**src/hw/rtl/tdf_pkg.sv**
```systemverilog
// package for the trial division factorizer
// holds field widths, run limit and the shared result command struct
// no dependencies
package tdf_pkg;

    localparam int WIDTH       = 32;
    localparam int PRIME_W     = 32;
    localparam int EXP_W       = 5;
    localparam int MAX_RESULTS = 9;
    localparam int CNT_W       = $clog2(MAX_RESULTS + 1);
    localparam int DIV_CNT_W   = $clog2(WIDTH + 1);

    typedef logic [WIDTH-1:0]   t_word;
    typedef logic [PRIME_W-1:0] t_prime;
    typedef logic [EXP_W-1:0]   t_exp;
    typedef logic [CNT_W-1:0]   t_cnt;

    // command from the sequencer to the result buffer
    typedef struct packed {
        logic   push;
        logic   finish;
        t_prime prime;
        t_exp   exponent;
    } t_rb_cmd;

endpackage

```
**src/hw/rtl/trial_division_factorizer.sv**
```systemverilog
// top level of the trial division factorizer: sequencer, divider and result buffer
// depends on tdf_pkg, tdf_divider and tdf_result_buf
//
// usage
//   input channel i_valid/o_ready carries i_value; output channel o_valid/i_ready
//   carries o_prime, o_exponent and o_last, one transfer per distinct prime factor,
//   ascending, with o_last set on the final one. inputs 0 and 1 give no transfers.
//   one value is factored at a time; o_ready is high only while the sequencer idles.
//   factors of two are stripped at one per cycle. each odd trial divisor costs one
//   pass of the bit-serial divider, and the divisor is retried after every exact
//   division. a value with largest prime near 2^32 tries about 32768 divisors;
//   small or smooth values try far fewer, as the search ends once the divisor
//   exceeds the quotient.
//   a factor is held back until the next one or the end of the run is found, so the
//   first transfer appears only once the second factor (or the end) is known.
//   if the receiver stalls, the sequencer waits at the next factor it must hand on;
//   no result is dropped. reset empties the output register and returns to idle.
module trial_division_factorizer (
    input  logic                  i_clk,
    input  logic                  i_rst_n,
    input  logic                  i_valid,
    output logic                  o_ready,
    input  tdf_pkg::t_word        i_value,
    output logic                  o_valid,
    input  logic                  i_ready,
    output tdf_pkg::t_prime       o_prime,
    output tdf_pkg::t_exp         o_exponent,
    output logic                  o_last
);

    typedef enum logic [6:0] {
        S_IDLE = 7'b0000001,
        S_TWO  = 7'b0000010,
        S_GO   = 7'b0000100,
        S_WAIT = 7'b0001000,
        S_DEC  = 7'b0010000,
        S_FIN  = 7'b0100000,
        S_END  = 7'b1000000
    } t_state;

    t_state           r_state, n_state;
    tdf_pkg::t_word   r_rem, n_rem;
    tdf_pkg::t_word   r_d, n_d;
    tdf_pkg::t_exp    r_e, n_e;
    tdf_pkg::t_cnt    r_cnt, n_cnt;

    tdf_pkg::t_rb_cmd cmd;
    logic             cmd_ready;
    logic             div_start;
    logic             div_busy;
    tdf_pkg::t_word   quo;
    tdf_pkg::t_word   rmd;
    logic             room;

    assign room = r_cnt < tdf_pkg::t_cnt'(tdf_pkg::MAX_RESULTS);

    always_comb begin
        n_state   = r_state;
        n_rem     = r_rem;
        n_d       = r_d;
        n_e       = r_e;
        n_cnt     = r_cnt;
        cmd       = '0;
        div_start = 1'b0;
        unique case (r_state)
            S_IDLE: begin
                if (i_valid) begin
                    n_rem = i_value;
                    n_e   = '0;
                    n_cnt = '0;
                    if (i_value > tdf_pkg::t_word'(1)) begin
                        n_state = S_TWO;
                    end
                end
            end
            S_TWO: begin
                if (!r_rem[0]) begin
                    n_rem = r_rem >> 1;
                    n_e   = r_e + 1'b1;
                end else if (r_e != '0 && room) begin
                    cmd.push     = 1'b1;
                    cmd.prime    = tdf_pkg::t_prime'(2);
                    cmd.exponent = r_e;
                    if (cmd_ready) begin
                        n_cnt   = r_cnt + 1'b1;
                        n_d     = tdf_pkg::t_word'(3);
                        n_e     = '0;
                        n_state = S_GO;
                    end
                end else begin
                    n_d     = tdf_pkg::t_word'(3);
                    n_e     = '0;
                    n_state = S_GO;
                end
            end
            S_GO: begin
                div_start = 1'b1;
                n_state   = S_WAIT;
            end
            S_WAIT: begin
                if (!div_busy) begin
                    n_state = S_DEC;
                end
            end
            S_DEC: begin
                if (r_e == '0 && r_d > quo) begin
                    n_state = S_FIN;
                end else if (rmd == '0) begin
                    n_rem   = quo;
                    n_e     = r_e + 1'b1;
                    n_state = S_GO;
                end else if (r_e != '0 && room) begin
                    cmd.push     = 1'b1;
                    cmd.prime    = tdf_pkg::t_prime'(r_d);
                    cmd.exponent = r_e;
                    if (cmd_ready) begin
                        n_cnt   = r_cnt + 1'b1;
                        n_d     = r_d + tdf_pkg::t_word'(2);
                        n_e     = '0;
                        n_state = S_GO;
                    end
                end else begin
                    n_d     = r_d + tdf_pkg::t_word'(2);
                    n_e     = '0;
                    n_state = S_GO;
                end
            end
            S_FIN: begin
                if (r_rem > tdf_pkg::t_word'(2) && room) begin
                    cmd.push     = 1'b1;
                    cmd.prime    = tdf_pkg::t_prime'(r_rem);
                    cmd.exponent = tdf_pkg::t_exp'(1);
                    if (cmd_ready) begin
                        n_cnt   = r_cnt + 1'b1;
                        n_state = S_END;
                    end
                end else begin
                    n_state = S_END;
                end
            end
            S_END: begin
                cmd.finish = 1'b1;
                if (cmd_ready) begin
                    n_state = S_IDLE;
                end
            end
            default: begin
                n_state = S_IDLE;
            end
        endcase
    end

    always_ff @(posedge i_clk) begin
        if (!i_rst_n) begin
            r_state <= S_IDLE;
            r_cnt   <= '0;
            r_e     <= '0;
        end else begin
            r_state <= n_state;
            r_cnt   <= n_cnt;
            r_e     <= n_e;
        end
    end

    always_ff @(posedge i_clk) begin
        r_rem <= n_rem;
        r_d   <= n_d;
    end

    assign o_ready = r_state == S_IDLE;

    tdf_divider u_div (
        .i_clk       (i_clk),
        .i_rst_n     (i_rst_n),
        .i_start     (div_start),
        .i_dividend  (r_rem),
        .i_divisor   (r_d),
        .o_busy      (div_busy),
        .o_quotient  (quo),
        .o_remainder (rmd)
    );

    tdf_result_buf u_buf (
        .i_clk       (i_clk),
        .i_rst_n     (i_rst_n),
        .i_cmd       (cmd),
        .o_cmd_ready (cmd_ready),
        .o_valid     (o_valid),
        .i_ready     (i_ready),
        .o_prime     (o_prime),
        .o_exponent  (o_exponent),
        .o_last      (o_last)
    );

    a_div_idle: assert property (@(posedge i_clk) disable iff (!i_rst_n)
        r_state == S_IDLE |-> !div_busy)
        else $error("divider busy while sequencer idle");

    a_exp_nonzero: assert property (@(posedge i_clk) disable iff (!i_rst_n)
        o_valid |-> o_exponent != '0 && o_prime > tdf_pkg::t_prime'(1))
        else $error("result with zero exponent or prime below two");

    a_run_limit: assert property (@(posedge i_clk) disable iff (!i_rst_n)
        r_cnt <= tdf_pkg::t_cnt'(tdf_pkg::MAX_RESULTS))
        else $error("run longer than the result limit");

    a_start_clean: assert property (@(posedge i_clk) disable iff (!i_rst_n)
        div_start |-> !div_busy)
        else $error("divider restarted while busy");

endmodule

```
**src/hw/rtl/tdf_divider.sv**
```systemverilog
// bit-serial restoring divider, one quotient bit per cycle
// busy from a start pulse until all WIDTH quotient bits are formed; depends on tdf_pkg
module tdf_divider (
    input  logic           i_clk,
    input  logic           i_rst_n,
    input  logic           i_start,
    input  tdf_pkg::t_word i_dividend,
    input  tdf_pkg::t_word i_divisor,
    output logic           o_busy,
    output tdf_pkg::t_word o_quotient,
    output tdf_pkg::t_word o_remainder
);

    localparam int W = tdf_pkg::WIDTH;

    logic [tdf_pkg::DIV_CNT_W-1:0] r_cnt;
    logic                          r_busy;
    tdf_pkg::t_word                r_quo;
    tdf_pkg::t_word                r_rem;
    tdf_pkg::t_word                r_dsr;

    logic [W:0]     trial;
    logic [W:0]     diff;
    logic           ge;
    tdf_pkg::t_word n_rem;

    // partial remainder stays below the divisor, so the borrow bit gives the compare
    always_comb begin
        trial = {r_rem, r_quo[W-1]};
        diff  = trial - {1'b0, r_dsr};
        ge    = !diff[W];
        n_rem = ge ? diff[W-1:0] : trial[W-1:0];
    end

    always_ff @(posedge i_clk) begin
        if (!i_rst_n) begin
            r_busy <= 1'b0;
            r_cnt  <= '0;
        end else if (i_start) begin
            r_busy <= 1'b1;
            r_cnt  <= tdf_pkg::DIV_CNT_W'(W);
        end else if (r_busy) begin
            r_cnt <= r_cnt - 1'b1;
            if (r_cnt == tdf_pkg::DIV_CNT_W'(1)) begin
                r_busy <= 1'b0;
            end
        end
    end

    always_ff @(posedge i_clk) begin
        if (i_start) begin
            r_quo <= i_dividend;
            r_rem <= '0;
            r_dsr <= i_divisor;
        end else if (r_busy) begin
            r_quo <= {r_quo[W-2:0], ge};
            r_rem <= n_rem;
        end
    end

    assign o_busy      = r_busy;
    assign o_quotient  = r_quo;
    assign o_remainder = r_rem;

endmodule

```
**src/hw/rtl/tdf_result_buf.sv**
```systemverilog
// holds one pending factor until the next one or the end of the run is known
// then moves it to the output register with its last flag; depends on tdf_pkg
module tdf_result_buf (
    input  logic              i_clk,
    input  logic              i_rst_n,
    input  tdf_pkg::t_rb_cmd  i_cmd,
    output logic              o_cmd_ready,
    output logic              o_valid,
    input  logic              i_ready,
    output tdf_pkg::t_prime   o_prime,
    output tdf_pkg::t_exp     o_exponent,
    output logic              o_last
);

    logic            r_pend_valid;
    tdf_pkg::t_prime r_pend_prime;
    tdf_pkg::t_exp   r_pend_exp;
    logic            r_out_valid;
    tdf_pkg::t_prime r_out_prime;
    tdf_pkg::t_exp   r_out_exp;
    logic            r_out_last;

    logic out_free;
    logic move;

    assign out_free    = !r_out_valid || i_ready;
    assign o_cmd_ready = out_free;
    assign move        = (i_cmd.push || i_cmd.finish) && out_free && r_pend_valid;

    always_ff @(posedge i_clk) begin
        if (!i_rst_n) begin
            r_pend_valid <= 1'b0;
            r_out_valid  <= 1'b0;
        end else begin
            if (r_out_valid && i_ready) begin
                r_out_valid <= 1'b0;
            end
            if (move) begin
                r_out_valid <= 1'b1;
            end
            if (out_free && i_cmd.push) begin
                r_pend_valid <= 1'b1;
            end else if (out_free && i_cmd.finish) begin
                r_pend_valid <= 1'b0;
            end
        end
    end

    always_ff @(posedge i_clk) begin
        if (move) begin
            r_out_prime <= r_pend_prime;
            r_out_exp   <= r_pend_exp;
            r_out_last  <= i_cmd.finish && !i_cmd.push;
        end
        if (out_free && i_cmd.push) begin
            r_pend_prime <= i_cmd.prime;
            r_pend_exp   <= i_cmd.exponent;
        end
    end

    assign o_valid    = r_out_valid;
    assign o_prime    = r_out_prime;
    assign o_exponent = r_out_exp;
    assign o_last     = r_out_last;

endmodule

```
**config.mk**
```make
export PLATFORM = sky130hd
export DESIGN_NAME = trial_division_factorizer
export DESIGN_NICKNAME = d
export VERILOG_FILES = /design/src/hw/rtl/tdf_pkg.sv /design/src/hw/rtl/trial_division_factorizer.sv /design/src/hw/rtl/tdf_divider.sv /design/src/hw/rtl/tdf_result_buf.sv
export SDC_FILE = /design/constraint.sdc
export NUM_CORES = 1
export LEC_CHECK = 0
export BUFFER_PORTS_ARGS = -buffer_cell sky130_fd_sc_hd__buf_2
export CORE_ASPECT_RATIO = 0.75
export CORE_MARGIN = 4
export CORE_UTILIZATION = 48
export DETAILED_ROUTE_END_ITERATION = 10
export GPL_ROUTABILITY_DRIVEN = 0
export PLACE_DENSITY = 0.69
export SYNTH_ARGS = -nofsm -noshare
export SYNTH_HDL_FRONTEND = slang
export SYNTH_HIERARCHICAL = 1
export SYNTH_SLANG_ARGS = --single-unit
export TNS_END_PERCENT = 1
```
**constraint.sdc**
```tcl
create_clock -name i_clk -period 7.7 [get_ports i_clk]
set_clock_uncertainty 0.1 [all_clocks]
set_input_delay 1.925 -clock i_clk [delete_from_list [all_inputs] [get_ports i_clk]]
set_output_delay 1.925 -clock i_clk [all_outputs]
set_load 0.005 [all_outputs]
```
Word level (Yosys, flattened, before mapping) --
Cells that the tools add are included.
Storage, ports and cells: bits in registers 260, bits of input ports 36, output and inout port bits 40, logic and storage cells 147
Operators by class: reduce and logical (&&, ||, !) cells 30, multiplexer cells 67, order comparisons 4, bitwise operators 1, eq/ne operators 21, add/sub/neg operators 5
Operator list (number):
- two-way mux 32 bit | 14
- two-way mux 37 bit | 4
- case mux 37 bit (3 select lines) | 1
- case mux 32 bit (3 select lines) | 1
- two-way mux 7 bit | 13
- case mux 32 bit (2 select lines) | 1
- case mux 7 bit (7 select lines) | 1
- subtractor 33 x 32 -> 33 bit | 1
- adder 32 x 2 -> 32 bit, second input constant | 1
- greater-than comparator 32 x 1 -> 1 bit, second input constant | 1
- greater-than comparator 32 x 2 -> 1 bit, second input constant | 1
- greater-than comparator 32 bit | 1
- zero test 32 bit | 1
- two-way mux 5 bit | 6
- two-way mux 4 bit | 7
- AND reduction 6 bit | 3
- != test 2 bit, second input constant | 8
- case mux 4 bit (4 select lines) | 1
- case mux 5 bit (3 select lines) | 1
- two-way mux 1 bit | 14
- two-way mux 6 bit | 2
- logical AND 1 bit | 9
- != test 3 x 2 -> 1 bit, second input constant | 3
- nonzero test 2 bit | 4
- other kinds (25) | 29

Longest topological paths before layout --
word-level depth 10, mapped depth 14, mapped depth without buffers 12

Cells and area by module --
Netlist, hierarchy kept.
By module, submodules not included:
- tdf_divider | cells each 592, sequential area each 2702.6 um^2, times used 1, area each 5949.5 um^2
- trial_division_factorizer | cells each 601, sequential area each 2212.1 um^2, times used 1, area each 5629.1 um^2
- tdf_result_buf | cells each 85, sequential area each 2292.2 um^2, times used 1, area each 2354.8 um^2

Worst setup path before layout --
Ideal clock, no wire load.
kind in2reg, start point input i_ready, end point register r_d[10] (enable), data required time 7.103 ns, buffers on the path 0, stages 3, path slack 1.988 ns, arrival 5.115 ns, path through nand2b_4 nor2_1 nor4_1
Between the ends: word-level cells in the longest chain between the ends 3, elaborated cells on any way between the ends 4, classes of those cells 2 x eq/ne; 2 x reduce/logical
RTL lines:
- start: declaration | RTL line trial_division_factorizer.sv:25 | input logic i_ready,
- logical OR 1 bit (*) | RTL line tdf_result_buf.sv:26 | assign out_free = !r_out_valid || i_ready;
- != test 3 x 2 -> 1 bit (no source line)
- AND reduction 6 bit (no source line) (*)
- end signal: assignment | RTL line trial_division_factorizer.sv:167 | r_d <= n_d;
- end: declaration | RTL line trial_division_factorizer.sv:43 | tdf_pkg::t_word r_d, n_d;
Every way passes the cells marked *; elsewhere a longest branch is shown, timed or not. A chain may end at the register's enable or synchronous reset.

Worst setup path after layout --
start point register r_state[4], end point output o_ready
Between the ends: word-level cells in the longest chain between the ends 1
RTL lines:
- start: declaration | RTL line trial_division_factorizer.sv:41 | t_state r_state, n_state;
- start signal: assignment | RTL line trial_division_factorizer.sv:159 | r_state <= n_state;
- equality test 7 x 1 -> 1 bit | RTL line trial_division_factorizer.sv:170 | assign o_ready = r_state == S_IDLE;
- end: declaration | RTL line trial_division_factorizer.sv:22 | output logic o_ready,
Every way passes these cells.

==> impl_metrics.yaml <==
drt:
  vias: 10660
  wire_per_inst_um: 21.98
  wl_mm: 38.25
  drc: 0
  drt_pass1_iterations: 8
  drtIter0Drc: 1532
  via_per_inst: 6.126
  antenna_left: 0
critical_path:
  critical_path.startpoint: "r_state[4]"
  r2r-start: "u_div/o_quotient[31]"
  crit_slowest_cell: "nor4_2"
  r2r_slack_ns: 3.63
  crit_chain: "nor4_2, and3_1, buf_2"
  critPathMaxFanout: 9
  critPathKind: "flip-flop to output port"
  r2r_end: "u_div/o_remainder[3]"
  cp-end-kind: "output port"
  endpoint: "o_ready"
  arrival_ns: 2.09
  max_stage_delay_ns: 0.50
  reg2reg_depth: 12
  start_kind: "flip-flop"
  required_ns: 5.68
placement:
  hpwlAfterDp_mm: 28.33
  dpl_cell_area_sq_mm: 0.01465
  port_buffers: 75
  dp.cells: 1695
floorplan:
  initial_core_util_pct: 49.21
  core-area_sq_mm: 0.02832
  fp.dieH_um: 155.6
  die_w_um: 204.7
  fp-row-count: 53
  num_io_pins: 76
  dieArea_sq_mm: 0.03185
timing:
  max_freq_mhz: 242.8
  grt_setup_unrepaired: "no"
  tightest_slew_ns: 1.207
  hold_viol: 0
  period_needed_ns: 4.118
  tns_ns: 0
  min_period_over_period_pct: 53.48
  relSlewSlack_pct: 19.45
  slew_viol_final: 0
  whs_ns: 0.3165
  setup_viol: 0
cells_and_area:
  fin_cells: 1740
  n_antenna_cell: 0
  area_delta_synth_final_pct: 10.68
  design_area_sq_mm: 0.01542
  fillerInstances: 2416
  drive_gt1_share_pct: 15.06
  layout.nets: 1444
hold_path:
  hold_class: "flip-flop to flip-flop"
  hold_depth: 0
  hold_start: "u_buf/r_pend_exp[3]"
yosys:
  syn_nets: 1385
  synth_area_leader_cell: "edfxtp_1"
  netlist.area_leader.share_pct: 43.53
  netlist_area_sq_mm: 0.01393
  synth_edf_count: 202
  yosysSeqAreaShare_pct: 51.72
  synth_flop_cell: "edfxtp_1"
  synth_area_per_cell_sq_um: 10.90
  yosys_warnings: 6
  yosys-top-cells-area: "edfxtp_1, dfxtp_1, ha_1"
  synthArstFlopShare_pct: 0
  netlist_instances: 1278
  ys_seq_elements: 259
  post_synth_num_cell_types: 94
cts:
  cts_buffers: 25
  worstSkewPairLatency_ns: 0.54
  tritoncts: "yes"
  clockBufferDepth: 3
  clkTransAtPathRegs_ns: 0.07
  cts_sinks: 259
  postCtsSetupBuffers: 0
  hold_buffers: 0
  cts_resized: 0
  cts-root-buf: "clkbuf_16"
  h-tree-depth: 1
grt:
  grt_max_degree: 53
  gr-total-overflow: 0
  grt_usage_pct: 23.55
  antenna_found_initial: 1
  grt_pass1_vias: 9674
  grt_first_pass_wirelength_mm: 58.02
pwr:
  combPwrFrac_pct: 30.0
  ir_drop_v: 0.0001765
  powerDensity_mw_per_mm2: 296.6
  seq_power_share_pct: 44.0
  p_int_mw: 2.902
  pwr-share-clk_pct: 26.0
  p_sw_mw: 1.671
  switching_share_pct: 36.54
  cellLeakagePower_nw: 6.048
  power_mw: 4.573
status:
  status: "finished clean"
run:
  max_cap_viol_count: 0
[power groups by stage]
stage | logic [mW] | clock network [mW] | registers, mW
CTS | 1.35 | 1.21 | 1.99
floorplan | 1.09 | 0 | 1.89
finish | 1.37 | 1.19 | 2.01
global route | 1.52 | 1.26 | 2.02
global placement | 1.32 | 0 | 2.02
detailed placement | 1.34 | 0 | 2.02
[worst min-delay path by stage]
| stage | to |
|---|---|
| 2_1_floorplan | u_buf/o_exponent[0] |
| 3_3_place_gp | u_buf/o_exponent[4] |
| 3_5_place_dp | u_buf/o_prime[22] |
| 4_1_cts | u_buf/o_exponent[2] |
| 5_1_grt | u_buf/o_prime[14] |
| 6_report | u_buf/o_exponent[3] |
[registers in the layout (all words and copies together) (netlist names), 4 cells and up]
name	cells
u_buf/r_pend_exp	5
r_state	7
u_buf/o_prime	32
r_d	31
u_div/r_cnt	6
u_div/o_quotient	32
r_rem	32
u_div/o_remainder	32
u_div/r_dsr	32
u_buf/r_pend_prime	32
r_e	5
u_buf/o_exponent	5
r_cnt	4
[Yosys cell counts, drive strengths merged, types with 29 or more instances]
cell type / n
ha: 70
nand2: 118
buf: 29
nor2: 101
inv: 116
a21oi: 58
edfxtp: 202
a22o: 30
o21ai: 41
a222oi: 30
dfxtp: 57
xor2: 34
mux2: 31
nor4: 30
nand3: 38
[layout by cell type, fill, tap and decap left out, types with 22 or more instances in the layout]
master	n
edfxtp_1	202
nand2_1	116
inv_1	115
nor2_1	97
buf_2	75
ha_1	70
a21oi_1	56
dfxtp_1	56
nand3_1	37
xor2_1	33
o21ai_0	31
mux2_2	31
a22o_1	30
a222oi_1	30
nor4_1	26
clkbuf_16	25
xnor2_1	24
nand4_1	22
[routing by layer]
layer	global-route usage [%]	share of wire [%]	vias to the layer above
met4	5.102	2.1	2
met3	8.167	13	62
met5	0	0.029	-
li1	-	-	4893
met2	29.98	37	630
met1	38.03	47	5073
[through the flow]
stage	util, %	setup slack [ns]
5_1_grt	54.46	3.269
4_1_cts	54.46	3.608
3_3_place_gp	51.72	3.731
6_report	54.46	3.582
3_5_place_dp	51.72	3.664
2_1_floorplan	-	1.988
[worst max-delay path, delay by kind of cell, from the launching register on]
| kind | cells | cell delay, ns |
|---|---|---|
| simple gates | 2 | 0.93 |
| buf+inv | 1 | 0.18 |
| flops | 1 | 0.43 |
[cell families after synthesis]
logic type               Yosys count  share of synthesized area, %
adder cells (fa/ha/maj)           71                         6.430
XOR/XNOR                          59                         3.763
other                              1                       0.02691
AND/OR/NAND/NOR                  402                         14.90
buffers and inverters            170                         5.056
AO/OA/AOI/OAI                    283                         15.45
multiplexers                      33                         2.649
flip-flops                       259                         51.72
[cell type report]
cell class	count	area (sq um)	area share, %
Multi-Input combinational cell	849	6061	39.30
Inverter	116	436.7	2.832
Clock buffer	35	693.2	4.495
Tap cell	385	481.7	3.124
Timing Repair Buffer	86	457.9	2.970
Clock inverter	10	82.58	0.5355
Sequential cell	259	7208	46.74
No activity file was read; power rests on OpenSTA's default activity.
